File: src/hw/rtl/mtde_pkg.sv
// Shared types, constants and word functions of the MT19937 draw engine.
// Used by mtde_words, mtde_ctrl and mt19937_draw_engine_top; no dependencies.
`default_nettype none

package mtde_pkg;

   localparam int ADDR_W = 10;

   localparam logic [ADDR_W-1:0] N_WORDS   = 10'd624;
   localparam logic [ADDR_W-1:0] LAST_WORD = 10'd623;
   localparam logic [ADDR_W-1:0] TAP_OFS   = 10'd397;

   localparam logic [31:0] MATRIX_A   = 32'h9908_b0df;
   localparam logic [31:0] UPPER_MASK = 32'h8000_0000;
   localparam logic [31:0] LOWER_MASK = 32'h7fff_ffff;
   localparam logic [31:0] TEMPER_B   = 32'h9d2c_5680;
   localparam logic [31:0] TEMPER_C   = 32'hefc6_0000;

   localparam logic [6:0] MAX_BITS  = 7'd64;
   localparam logic [6:0] WORD_BITS = 7'd32;

   typedef enum logic [2:0] {
      CMD_LOAD   = 3'd0,
      CMD_SETPOS = 3'd1,
      CMD_BITS   = 3'd2,
      CMD_FRAC   = 3'd3,
      CMD_BELOW  = 3'd4
   } mtde_cmd_type;

   typedef enum logic [3:0] {
      ST_IDLE,
      ST_LEN_A,
      ST_LEN_B,
      ST_FETCH,
      ST_WAIT,
      ST_CHECK,
      ST_TW_PRIME,
      ST_TW_SEED,
      ST_TW_RD,
      ST_TW_WR,
      ST_DONE
   } mtde_state_type;

   typedef struct packed {
      logic [2:0]        cmd;
      logic [ADDR_W-1:0] word_index;
      logic [31:0]       word_value;
      logic [6:0]        bit_count;
      logic [63:0]       limit;
   } mtde_req_type;

   typedef struct packed {
      logic              rd_en;
      logic [ADDR_W-1:0] rd_addr_a;
      logic [ADDR_W-1:0] rd_addr_b;
      logic              wr_en;
      logic [ADDR_W-1:0] wr_addr;
      logic [31:0]       wr_data;
   } mtde_mem_req_type;

   typedef struct packed {
      logic        valid;
      logic [63:0] value;
      logic        error;
   } mtde_result_type;

   function automatic logic [31:0] temper(input logic [31:0] w);
      logic [31:0] v;
      v = w;
      v = v ^ (v >> 11);
      v = v ^ ((v << 7) & TEMPER_B);
      v = v ^ ((v << 15) & TEMPER_C);
      v = v ^ (v >> 18);
      return v;
   endfunction

   // One word of the twist: cur is word i, nxt word i+1, far word i+397.
   function automatic logic [31:0] twist(input logic [31:0] cur,
                                         input logic [31:0] nxt,
                                         input logic [31:0] far);
      logic [31:0] y;
      y = (cur & UPPER_MASK) | (nxt & LOWER_MASK);
      return far ^ (y >> 1) ^ (y[0] ? MATRIX_A : 32'h0);
   endfunction

   // Position of the top set bit plus one, zero for an all-zero byte.
   function automatic logic [3:0] byte_len(input logic [7:0] b);
      logic [3:0] len;
      len = 4'd0;
      for (int k = 0; k < 8; k++) begin
         if (b[k]) begin
            len = 4'(k + 1);
         end
      end
      return len;
   endfunction

endpackage

`default_nettype wire

File: src/hw/rtl/mtde_ctrl.sv
// Command sequencer: loads, position updates, word draws, the twist pass,
// bit-length search and rejection loop. Depends on mtde_pkg; drives mtde_words.
`default_nettype none

module mtde_ctrl (
   input  wire logic                   clock,
   input  wire logic                   reset,
   input  wire logic                   req_valid,
   output logic                        req_ready,
   input  wire mtde_pkg::mtde_req_type req,
   input  wire logic                   slot_free,
   output mtde_pkg::mtde_result_type   result,
   output mtde_pkg::mtde_mem_req_type  mem,
   input  wire logic [31:0]            rd_data_a,
   input  wire logic [31:0]            rd_data_b
);

   mtde_pkg::mtde_state_type state_ff, state_in;

   logic [mtde_pkg::ADDR_W-1:0] pos_ff, pos_in;
   logic [mtde_pkg::ADDR_W-1:0] idx_ff, idx_in;
   logic [2:0]                  cmd_ff, cmd_in;
   logic [6:0]                  nbits_ff, nbits_in;
   logic [63:0]                 limit_ff, limit_in;
   logic [3:0]                  bytelen_ff [8];
   logic [3:0]                  bytelen_in [8];
   logic                        second_ff, second_in;
   logic [31:0]                 lo_ff, lo_in;
   logic [31:0]                 cur_ff, cur_in;
   logic [63:0]                 val_ff, val_in;
   logic                        err_ff, err_in;

   logic [mtde_pkg::ADDR_W-1:0] next_addr;
   logic [mtde_pkg::ADDR_W-1:0] tap_sum;
   logic [mtde_pkg::ADDR_W-1:0] tap_addr;
   logic [31:0]                 tempered;
   logic [31:0]                 shifted;
   logic [4:0]                  shamt;
   logic                        need_two;
   logic [6:0]                  len_sum;

   always_ff @(posedge clock) begin
      if (reset) begin
         state_ff <= mtde_pkg::ST_IDLE;
         pos_ff   <= mtde_pkg::N_WORDS;
      end else begin
         state_ff <= state_in;
         pos_ff   <= pos_in;
      end
   end

   always_ff @(posedge clock) begin
      idx_ff     <= idx_in;
      cmd_ff     <= cmd_in;
      nbits_ff   <= nbits_in;
      limit_ff   <= limit_in;
      bytelen_ff <= bytelen_in;
      second_ff  <= second_in;
      lo_ff      <= lo_in;
      cur_ff     <= cur_in;
      val_ff     <= val_in;
      err_ff     <= err_in;
   end

   // Twist neighbors of word idx, wrapping around the ring.
   assign next_addr = (idx_ff == mtde_pkg::LAST_WORD) ? '0 : idx_ff + 10'd1;
   assign tap_sum   = idx_ff + mtde_pkg::TAP_OFS;
   assign tap_addr  = (tap_sum >= mtde_pkg::N_WORDS) ? tap_sum - mtde_pkg::N_WORDS : tap_sum;

   assign tempered = mtde_pkg::temper(rd_data_a);
   // Keep the top n bits of a word: the shift is (32 - n) or (64 - n), both -n mod 32.
   assign shamt    = 5'(7'd0 - nbits_ff);
   assign shifted  = tempered >> shamt;
   assign need_two = (cmd_ff == mtde_pkg::CMD_FRAC) || (nbits_ff > mtde_pkg::WORD_BITS);

   always_comb begin
      len_sum = 7'd0;
      for (int k = 0; k < 8; k++) begin
         if (bytelen_ff[k] != 4'd0) begin
            len_sum = 7'(8 * k) + 7'(bytelen_ff[k]);
         end
      end
   end

   always_comb begin
      state_in   = state_ff;
      pos_in     = pos_ff;
      idx_in     = idx_ff;
      cmd_in     = cmd_ff;
      nbits_in   = nbits_ff;
      limit_in   = limit_ff;
      bytelen_in = bytelen_ff;
      second_in  = second_ff;
      lo_in      = lo_ff;
      cur_in     = cur_ff;
      val_in     = val_ff;
      err_in     = err_ff;

      req_ready    = 1'b0;
      result.valid = 1'b0;
      result.value = val_ff;
      result.error = err_ff;
      mem          = '0;

      case (state_ff)
         mtde_pkg::ST_IDLE: begin
            req_ready = 1'b1;
            if (req_valid) begin
               cmd_in    = req.cmd;
               nbits_in  = req.bit_count;
               limit_in  = req.limit;
               second_in = 1'b0;
               val_in    = '0;
               err_in    = 1'b0;
               case (req.cmd)
                  mtde_pkg::CMD_LOAD: begin
                     if (req.word_index < mtde_pkg::N_WORDS) begin
                        mem.wr_en   = 1'b1;
                        mem.wr_addr = req.word_index;
                        mem.wr_data = req.word_value;
                     end
                  end
                  mtde_pkg::CMD_SETPOS: begin
                     if (req.word_index > mtde_pkg::N_WORDS) begin
                        err_in   = 1'b1;
                        state_in = mtde_pkg::ST_DONE;
                     end else begin
                        pos_in = req.word_index;
                     end
                  end
                  mtde_pkg::CMD_BITS: begin
                     if (req.bit_count == 7'd0 || req.bit_count > mtde_pkg::MAX_BITS) begin
                        err_in   = 1'b1;
                        state_in = mtde_pkg::ST_DONE;
                     end else begin
                        state_in = mtde_pkg::ST_FETCH;
                     end
                  end
                  mtde_pkg::CMD_FRAC: begin
                     state_in = mtde_pkg::ST_FETCH;
                  end
                  mtde_pkg::CMD_BELOW: begin
                     if (req.limit == 64'd0) begin
                        err_in   = 1'b1;
                        state_in = mtde_pkg::ST_DONE;
                     end else begin
                        state_in = mtde_pkg::ST_LEN_A;
                     end
                  end
                  default: begin
                  end
               endcase
            end
         end

         mtde_pkg::ST_LEN_A: begin
            for (int k = 0; k < 8; k++) begin
               bytelen_in[k] = mtde_pkg::byte_len(limit_ff[8*k +: 8]);
            end
            state_in = mtde_pkg::ST_LEN_B;
         end

         mtde_pkg::ST_LEN_B: begin
            nbits_in = len_sum;
            state_in = mtde_pkg::ST_FETCH;
         end

         mtde_pkg::ST_FETCH: begin
            if (pos_ff == mtde_pkg::N_WORDS) begin
               idx_in   = '0;
               state_in = mtde_pkg::ST_TW_PRIME;
            end else begin
               mem.rd_en     = 1'b1;
               mem.rd_addr_a = pos_ff;
               pos_in        = pos_ff + 10'd1;
               state_in      = mtde_pkg::ST_WAIT;
            end
         end

         mtde_pkg::ST_TW_PRIME: begin
            mem.rd_en     = 1'b1;
            mem.rd_addr_a = '0;
            state_in      = mtde_pkg::ST_TW_SEED;
         end

         mtde_pkg::ST_TW_SEED: begin
            cur_in        = rd_data_a;
            mem.rd_en     = 1'b1;
            mem.rd_addr_a = next_addr;
            mem.rd_addr_b = tap_addr;
            state_in      = mtde_pkg::ST_TW_WR;
         end

         mtde_pkg::ST_TW_RD: begin
            mem.rd_en     = 1'b1;
            mem.rd_addr_a = next_addr;
            mem.rd_addr_b = tap_addr;
            state_in      = mtde_pkg::ST_TW_WR;
         end

         mtde_pkg::ST_TW_WR: begin
            mem.wr_en   = 1'b1;
            mem.wr_addr = idx_ff;
            mem.wr_data = mtde_pkg::twist(cur_ff, rd_data_a, rd_data_b);
            // word i+1 is still untouched: carry it as the next current word
            cur_in      = rd_data_a;
            if (idx_ff == mtde_pkg::LAST_WORD) begin
               pos_in   = '0;
               state_in = mtde_pkg::ST_FETCH;
            end else begin
               idx_in   = idx_ff + 10'd1;
               state_in = mtde_pkg::ST_TW_RD;
            end
         end

         mtde_pkg::ST_WAIT: begin
            if (need_two && !second_ff) begin
               lo_in     = tempered;
               second_in = 1'b1;
               state_in  = mtde_pkg::ST_FETCH;
            end else begin
               if (cmd_ff == mtde_pkg::CMD_FRAC) begin
                  val_in = {11'd0, lo_ff[31:5], tempered[31:6]};
               end else if (need_two) begin
                  val_in = {shifted, lo_ff};
               end else begin
                  val_in = {32'd0, shifted};
               end
               if (cmd_ff == mtde_pkg::CMD_BELOW) begin
                  state_in = mtde_pkg::ST_CHECK;
               end else begin
                  state_in = mtde_pkg::ST_DONE;
               end
            end
         end

         mtde_pkg::ST_CHECK: begin
            if (val_ff >= limit_ff) begin
               second_in = 1'b0;
               state_in  = mtde_pkg::ST_FETCH;
            end else begin
               state_in = mtde_pkg::ST_DONE;
            end
         end

         mtde_pkg::ST_DONE: begin
            if (slot_free) begin
               result.valid = 1'b1;
               state_in     = mtde_pkg::ST_IDLE;
            end
         end

         default: begin
            state_in = mtde_pkg::ST_IDLE;
         end
      endcase
   end

endmodule

`default_nettype wire

File: config.mk
export PLATFORM = sky130hd
export DESIGN_NAME = mtde_ctrl
export DESIGN_NICKNAME = d
export VERILOG_FILES = /design/src/hw/rtl/mtde_pkg.sv /design/src/hw/rtl/mtde_ctrl.sv
export SDC_FILE = /design/constraint.sdc
export NUM_CORES = 1
export LEC_CHECK = 0
export ABC_CLOCK_PERIOD_IN_PS = 25000
export BUFFER_PORTS_ARGS = -buffer_cell sky130_fd_sc_hd__buf_2
export CAP_MARGIN = 20
export CORE_UTILIZATION = 58
export DETAILED_ROUTE_END_ITERATION = 12
export GPL_TIMING_DRIVEN = 0
export PLACE_DENSITY = 0.86
export SYNTH_ARGS = -nofsm -noshare
export SYNTH_HDL_FRONTEND = slang
export SYNTH_SLANG_ARGS = --single-unit
File: constraint.sdc
create_clock -name clock -period 25 [get_ports clock]
set_input_delay 2.5 -clock clock [delete_from_list [all_inputs] [get_ports clock]]
set_output_delay 2.5 -clock clock [all_outputs]
set_load 0.005 [all_outputs]
==> flow_metrics.py, run 1 <==
metrics = {
    "layout": {
        "area.growth.synth_to_final_pct": 19.3,
        "nFillCells": 1931,
        "finalNonFillerCells": 2231,
        "multi_input_area_um2": 7870,
        "drive_above_1_share": 0.231,
        "seqCellArea_um2": 6740,
        "finalNetCount": 2127,
    },
    "setup_path": {
        "crit_required_ps": 22500,
        "path_max_fanout": 10,
        "endpoint_kind": "output port",
        "reg2reg_from": "nbits_ff[0]",
        "startpoint": "req_valid",
        "worstSetupStartpointType": "primary input",
        "reg2regPathDepth": 12,
        "crit_type": "in -> out",
        "reg2reg_to": "val_ff[7]",
        "crit_arrival_ps": 5010,
        "reg2reg_slack_ps": 19390,
    },
    "timing": {
        "setup_viol": 0,
        "hold_violations": 0,
        "max_freq_ghz": 0.133,
        "tns_ps": 0,
        "drv_slew": 0,
        "skew_ps": 23.1,
        "worstMarginPinSlew_ps": 1160,
        "min_period_ps": 7510,
        "rsz0062_at_grt": "false",
        "period_share": 0.300,
        "slew_headroom": 0.220,
    },
    "worst_hold_path": {
        "min_path_type": "reg -> reg",
        "min_delay_path_depth": 2,
        "hold_path_end": "val_ff[47]",
        "hold_start": "lo_ff[26]",
    },
    "drt": {
        "avgViaCountPerCell": 6.47,
        "drt-initial-drc-count": 2043,
        "drc_errors": 0,
        "wl_per_cell_um": 24.8,
        "ant_nets": 0,
        "vias": 14400,
        "drt-total-wl_um": 55200,
        "drtPass1Iterations": 6,
    },
    "cts": {
        "post_cts_buffers": 0,
        "cts_buffers": 25,
        "clk_pin_slew_ps": 60,
        "cts_sinks": 229,
        "cts_hold_buf": 0,
        "clk_latency_ps": 520,
        "htreeDepth": 1,
        "cts_resized": 0,
        "cts_root_buf": "clkbuf_16",
        "clk_path_buf_depth": 3,
        "cts_tree": "yes",
    },
    "global_route": {
        "grt_pass1_wl_um": 79800,
        "grt_max_degree": 47,
        "grt_overflow_total": 0,
        "grt_usage": 0.400,
        "grt_pass1_vias": 13600,
        "grt_antenna_before_repair": 1,
    },
    "logic_synthesis": {
        "synth_cell_types": 79,
        "synth_area_leader_cell": "edfxtp_1",
        "synthTopCellsByArea": "edfxtp_1 42%, ha_1 5.7%, xnor2_1 4.3%",
        "synth-seq-cells": 229,
        "syn_nets": 1791,
        "synthTopCellsByCount": "215 x edfxtp_1, 151 x nor2_1, 139 x nand2_1",
        "syn_avg_cell_area_um2": 9.99,
        "netlist.area_leader.share": 0.421,
        "yosys_warnings": 0,
        "synth_edf_count": 215,
        "synth.most_common_cell": "edfxtp_1",
        "synth.yosys.seq_area_share": 0.439,
        "synthFlopType": "edfxtp_1",
        "syn_area_um2": 15300,
        "syn_inst": 1537,
        "postSynth.asyncResetShare": 0,
    },
    "floorplanning": {
        "core_area_um2": 26000,
        "io_pins": 315,
        "start_util": 0.591,
        "fp-row-count": 59,
        "die_w_um": 165,
        "die_height_um": 165,
        "dieArea_um2": 27100,
    },
    "place": {
        "dp_cells": 2181,
        "place.port_buffers": 305,
        "gp_congestion": 1.02,
        "dpl.hpwl_um": 43300,
    },
    "power": {
        "p_leak_nw": 7.76,
        "irDropWorstVdd_uv": 113,
        "power.density_nw_per_um2": 122,
    },
    "outcome": {
        "outcome": "complete, no violations",
    },
    "flow_run": {
        "drv_cap": 0,
    },
}
==> final cells by class <==
class,count,share of cell area
clock inverter,19,0.0148
inverter,113,0.0232
tap,335,0.0229
buffer,77,0.0189
multi-input combinational,1118,0.430
antenna,5,0.000683
clock buffer,26,0.0349
timing repair buffer,309,0.0866
sequential,229,0.368
==> logic make-up (layout without fill, tap and decap cells) <==
| kind of cell | Yosys count | count (layout) | share of synthesized area |
|---|---|---|---|
| AND/OR/NAND/NOR | 462 | 462 | 0.139 |
| AO/OA/AOI/OAI | 414 | 414 | 0.175 |
| flip-flops | 229 | 229 | 0.439 |
| buffers and inverters | 190 | 544 | 0.0501 |
| XOR/XNOR | 132 | 132 | 0.0968 |
| adder cells (fa/ha/maj) | 70 | 70 | 0.0571 |
| multiplexers | 40 | 40 | 0.0425 |
| other | 0 | 5 | 0 |
==> metal layers <==
| layer | up-vias | track usage | share of wire |
|---|---|---|---|
| met2 | 1085 | 0.663 | 0.47 |
| li1 | 6373 | - | - |
| met5 | - | 0 | 0 |
| met3 | 202 | 0.0635 | 0.11 |
| met4 | 0 | 0.234 | 0.062 |
| met1 | 6783 | 0.494 | 0.37 |
==> layout by cell type (no fill, tap or decap), drive strengths merged, types with 19 or more instances in the layout <==
| cell type | n |
|---|---|
| a211oi | 22 |
| a21o | 36 |
| a21oi | 80 |
| a22o | 24 |
| buf | 328 |
| clkbuf | 84 |
| edfxtp | 215 |
| ha | 70 |
| inv | 116 |
| mux4 | 19 |
| nand2 | 141 |
| nand3 | 32 |
| nand4 | 20 |
| nor2 | 151 |
| nor3 | 28 |
| nor4 | 24 |
| o21ai | 133 |
| xnor2 | 83 |
| xor2 | 31 |
==> through the flow <==
step	hold WS [ps]	util	setup WS (ps)	area [um^2]	power, mW
global route	574	0.704	17450	18300	2.33
floorplan	497	-	17130	15300	1.36
global placement	536	0.666	14820	17300	1.77
CTS	561	0.704	17560	18300	2.20
finish	557	0.704	17490	18300	2.24
detailed placement	530	0.669	17570	17400	1.78
==> power breakdown <==
part | total, mW | internal (mW) | switching (mW)
Combinational | 1.19 | 0.409 | 0.777
Clock | 0.410 | 0.250 | 0.160
Sequential | 0.646 | 0.557 | 0.0890
Total | 2.24 | 1.22 | 1.03
==> worst max path at each step <==
| stage | depth (start not counted) | end | slack (ps) |
|---|---|---|---|
| 3_5_place_dp | 7 | mem[25] | 17570 |
| 5_1_grt | 7 | mem[23] | 17450 |
| 3_3_place_gp | 9 | val_ff[56] | 14820 |
| 4_1_cts | 7 | mem[25] | 17560 |
| 6_report | 7 | mem[25] | 17490 |
| 2_1_floorplan | 9 | val_ff[0] | 17130 |
==> state kept, by name, indices dropped and copies added, names as in the netlist <==
| name | cells |
|---|---|
| lo_ff | 32 |
| err_ff | 1 |
| idx_ff | 10 |
| second_ff | 1 |
| limit_ff | 64 |
| state_ff | 4 |
| cmd_ff | 3 |
| cur_ff | 1 |
| nbits_ff | 7 |
| pos_ff | 10 |
| val_ff | 64 |
| bytelen_ff | 32 |
==> worst max-delay path: stages <==
cell and delay, ps:
buf_2 90, nand2_1 260, a2111oi_2 980, clkbuf_1 520, nand2_1 200, o21ai_0 250, buf_2 210
(Power assumes the default switching activity.)
==> run 2: changes to the inputs <==
--- a/config.mk
+++ b/config.mk
@@ -5,13 +5,13 @@
 export SDC_FILE = /design/constraint.sdc
 export NUM_CORES = 1
 export LEC_CHECK = 0
-export ABC_CLOCK_PERIOD_IN_PS = 25000
+export ABC_CLOCK_PERIOD_IN_PS = 6400
 export BUFFER_PORTS_ARGS = -buffer_cell sky130_fd_sc_hd__buf_2
 export CAP_MARGIN = 20
-export CORE_UTILIZATION = 58
+export CORE_UTILIZATION = 51
 export DETAILED_ROUTE_END_ITERATION = 12
 export GPL_TIMING_DRIVEN = 0
-export PLACE_DENSITY = 0.86
+export PLACE_DENSITY = 0.8
 export SYNTH_ARGS = -nofsm -noshare
 export SYNTH_HDL_FRONTEND = slang
 export SYNTH_SLANG_ARGS = --single-unit
==> constraint.sdc (replaced) <==
create_clock -name clock -period 6.4 [get_ports clock]
set_input_delay 0.64 -clock clock [delete_from_list [all_inputs] [get_ports clock]]
set_output_delay 0.64 -clock clock [all_outputs]
set_load 0.005 [all_outputs]
==> flow_metrics.py, run 2 (synthesis results as in run 1) <==
metrics = {
    "outcome": {
        "outcome": "complete, no violations",
    },
    "cts": {
        "post_cts_buffers": 0,
        "cts_hold_buf": 0,
        "cts_resized": 0,
        "cts_tree": "yes",
        "cts_buffers": 25,
        "clk_path_buf_depth": 3,
        "cts_sinks": 229,
        "clk_latency_ps": 530,
        "cts_root_buf": "clkbuf_16",
        "clk_pin_slew_ps": 60,
        "htreeDepth": 1,
    },
    "drt": {
        "drtPass1Iterations": 6,
        "avgViaCountPerCell": 6.25,
        "drc_errors": 0,
        "drt-total-wl_um": 55000,
        "ant_nets": 0,
        "drt-initial-drc-count": 1660,
        "wl_per_cell_um": 24.1,
        "vias": 14300,
    },
    "layout": {
        "multi_input_area_um2": 7870,
        "layout_commonest_cell": "buf_2",
        "seqCellArea_um2": 6740,
        "antennaDiodeCount": 0,
        "reg.largest.list": "limit_ff (64), val_ff (64)",
        "area.growth.synth_to_final_pct": 19.0,
        "finalNetCount": 2128,
        "layout_common_cells": "312 x buf_2, 215 x edfxtp_1, 150 x nor2_1",
        "nFillCells": 2568,
        "fin_util": 0.616,
        "drive_above_1_share": 0.228,
    },
    "power": {
        "power_frac_clock": 0.167,
        "irDropWorstVdd_uv": 225,
        "switching_share": 0.465,
        "p_leak_nw": 7.72,
        "seqPwrFrac": 0.294,
        "power.density_nw_per_um2": 469,
        "p_int_mw": 4.59,
        "power_mw": 8.56,
        "power.switching_mw": 3.98,
        "comb_power_share": 0.539,
    },
    "setup_path": {
        "crit_type": "reg -> reg",
        "reg2regPathDepth": 12,
        "crit_slowest_cell": "xor2_1",
        "path_max_fanout": 10,
        "reg2reg_slack_ps": 870,
        "path_cells": "inv_2, buf_1, clkbuf_1, ha_1, xor2_1, buf_4, clkbuf_1, nand2_1, nand3_1, o21ai_0, o221ai_1, o21ai_0",
        "worstSetupStartpointType": "flop",
        "crit_path_max_incr_delay_ps": 720,
        "crit_required_ps": 6640,
        "crit_arrival_ps": 5770,
        "endpoint_kind": "flop",
    },
    "floorplanning": {
        "io_pins": 315,
        "die_height_um": 175,
        "core_area_um2": 29600,
        "dieArea_um2": 30800,
        "die_w_um": 175,
        "fp-row-count": 63,
        "start_util": 0.518,
    },
    "timing": {
        "setup_viol": 0,
        "drv_slew": 0,
        "rsz0062_at_grt": "false",
        "min_period_ps": 5530,
        "period_share": 0.864,
        "worstMarginPinSlew_ps": 1200,
        "slew_headroom": 0.192,
        "hold_violations": 0,
        "layout_setup_ws_ps": 867,
        "max_freq_ghz": 0.181,
        "skew_ps": 14.4,
    },
    "place": {
        "place.port_buffers": 305,
        "dpl_worst_slack_ps": 1110,
        "dpl.hpwl_um": 43600,
        "gp_congestion": 0.973,
    },
    "global_route": {
        "grt_pass1_vias": 13700,
        "grt_overflow_total": 0,
        "grt_usage": 0.351,
        "grt_max_degree": 70,
        "grt_antenna_before_repair": 0,
        "grt_pass1_wl_um": 81100,
    },
    "flow_run": {
        "drv_cap": 0,
    },
    "worst_hold_path": {
        "min_path_type": "in -> reg",
        "min_delay_path_depth": 1,
    },
}
-- run 2: cell types whose count changed in the layout (fill, tap and decap cells not counted), moves of 2 or more --
cell and delta:
diode_2 -5, clkinv_1 +3, clkinv_4 -2, bufinv_16 -4, clkbuf_1 +4
-- run 2: layer usage --
metal,track usage,routed length [um],up-vias
met1,0.455,21400,6770
met5,0,0,-
met4,0.161,2640,0
met2,0.583,25600,959
li1,-,-,6372
met3,0.0483,5420,170
-- run 2: worst paths after layout --
kind	start	endpoint
setup / recovery	nbits_ff[0]	val_ff[7]
hold reg to reg	pos_ff[7]	pos_ff[7]
hold / removal	req[36]	limit_ff[36]
setup reg to reg	nbits_ff[0]	val_ff[7]
-- run 2: cell type report --
| cell class | instances | share of cell area |
|---|---|---|
| clock buffers | 31 | 0.0366 |
| multi-input cells | 1118 | 0.431 |
| well taps | 390 | 0.0267 |
| plain buffers | 77 | 0.0189 |
| inverters | 113 | 0.0234 |
| repair buffers | 310 | 0.0873 |
| clock inverters | 15 | 0.00733 |
| flip-flops and latches | 229 | 0.369 |
-- run 2: worst max-delay path: cells and delay by family (launching register included) --
family	cells	cell delay, ps
DFF	1	470
adders and majority gates	1	380
xor gates and xnor gates	1	720
AOI/OAI and AO/OA	3	1040
and+or+nand+nor	2	200
buffers and inverters	5	2420
-- run 2: power by group through the flow --
stage / registers [mW] / clock network [mW] / logic, mW
after CTS: 2.50 / 1.44 / 4.47
after global placement: 2.57 / 0 / 4.36
after global routing: 2.55 / 1.49 / 4.90
final: 2.52 / 1.43 / 4.61
after detailed placement: 2.52 / 0 / 4.45
after floorplan: 2.43 / 0 / 2.87
-- run 2: through the flow --
step                setup TNS (ps)  hold WS (ps)  instance area [um^2]  instances
global placement           -106850           532                 17400       2232
detailed placement               0           536                 17500       2237
floorplan                        0           497                 15300       1537
global route                     0           300                 18300       2283
finish                           0           305                 18300       2283
CTS                              0           294                 18300       2283
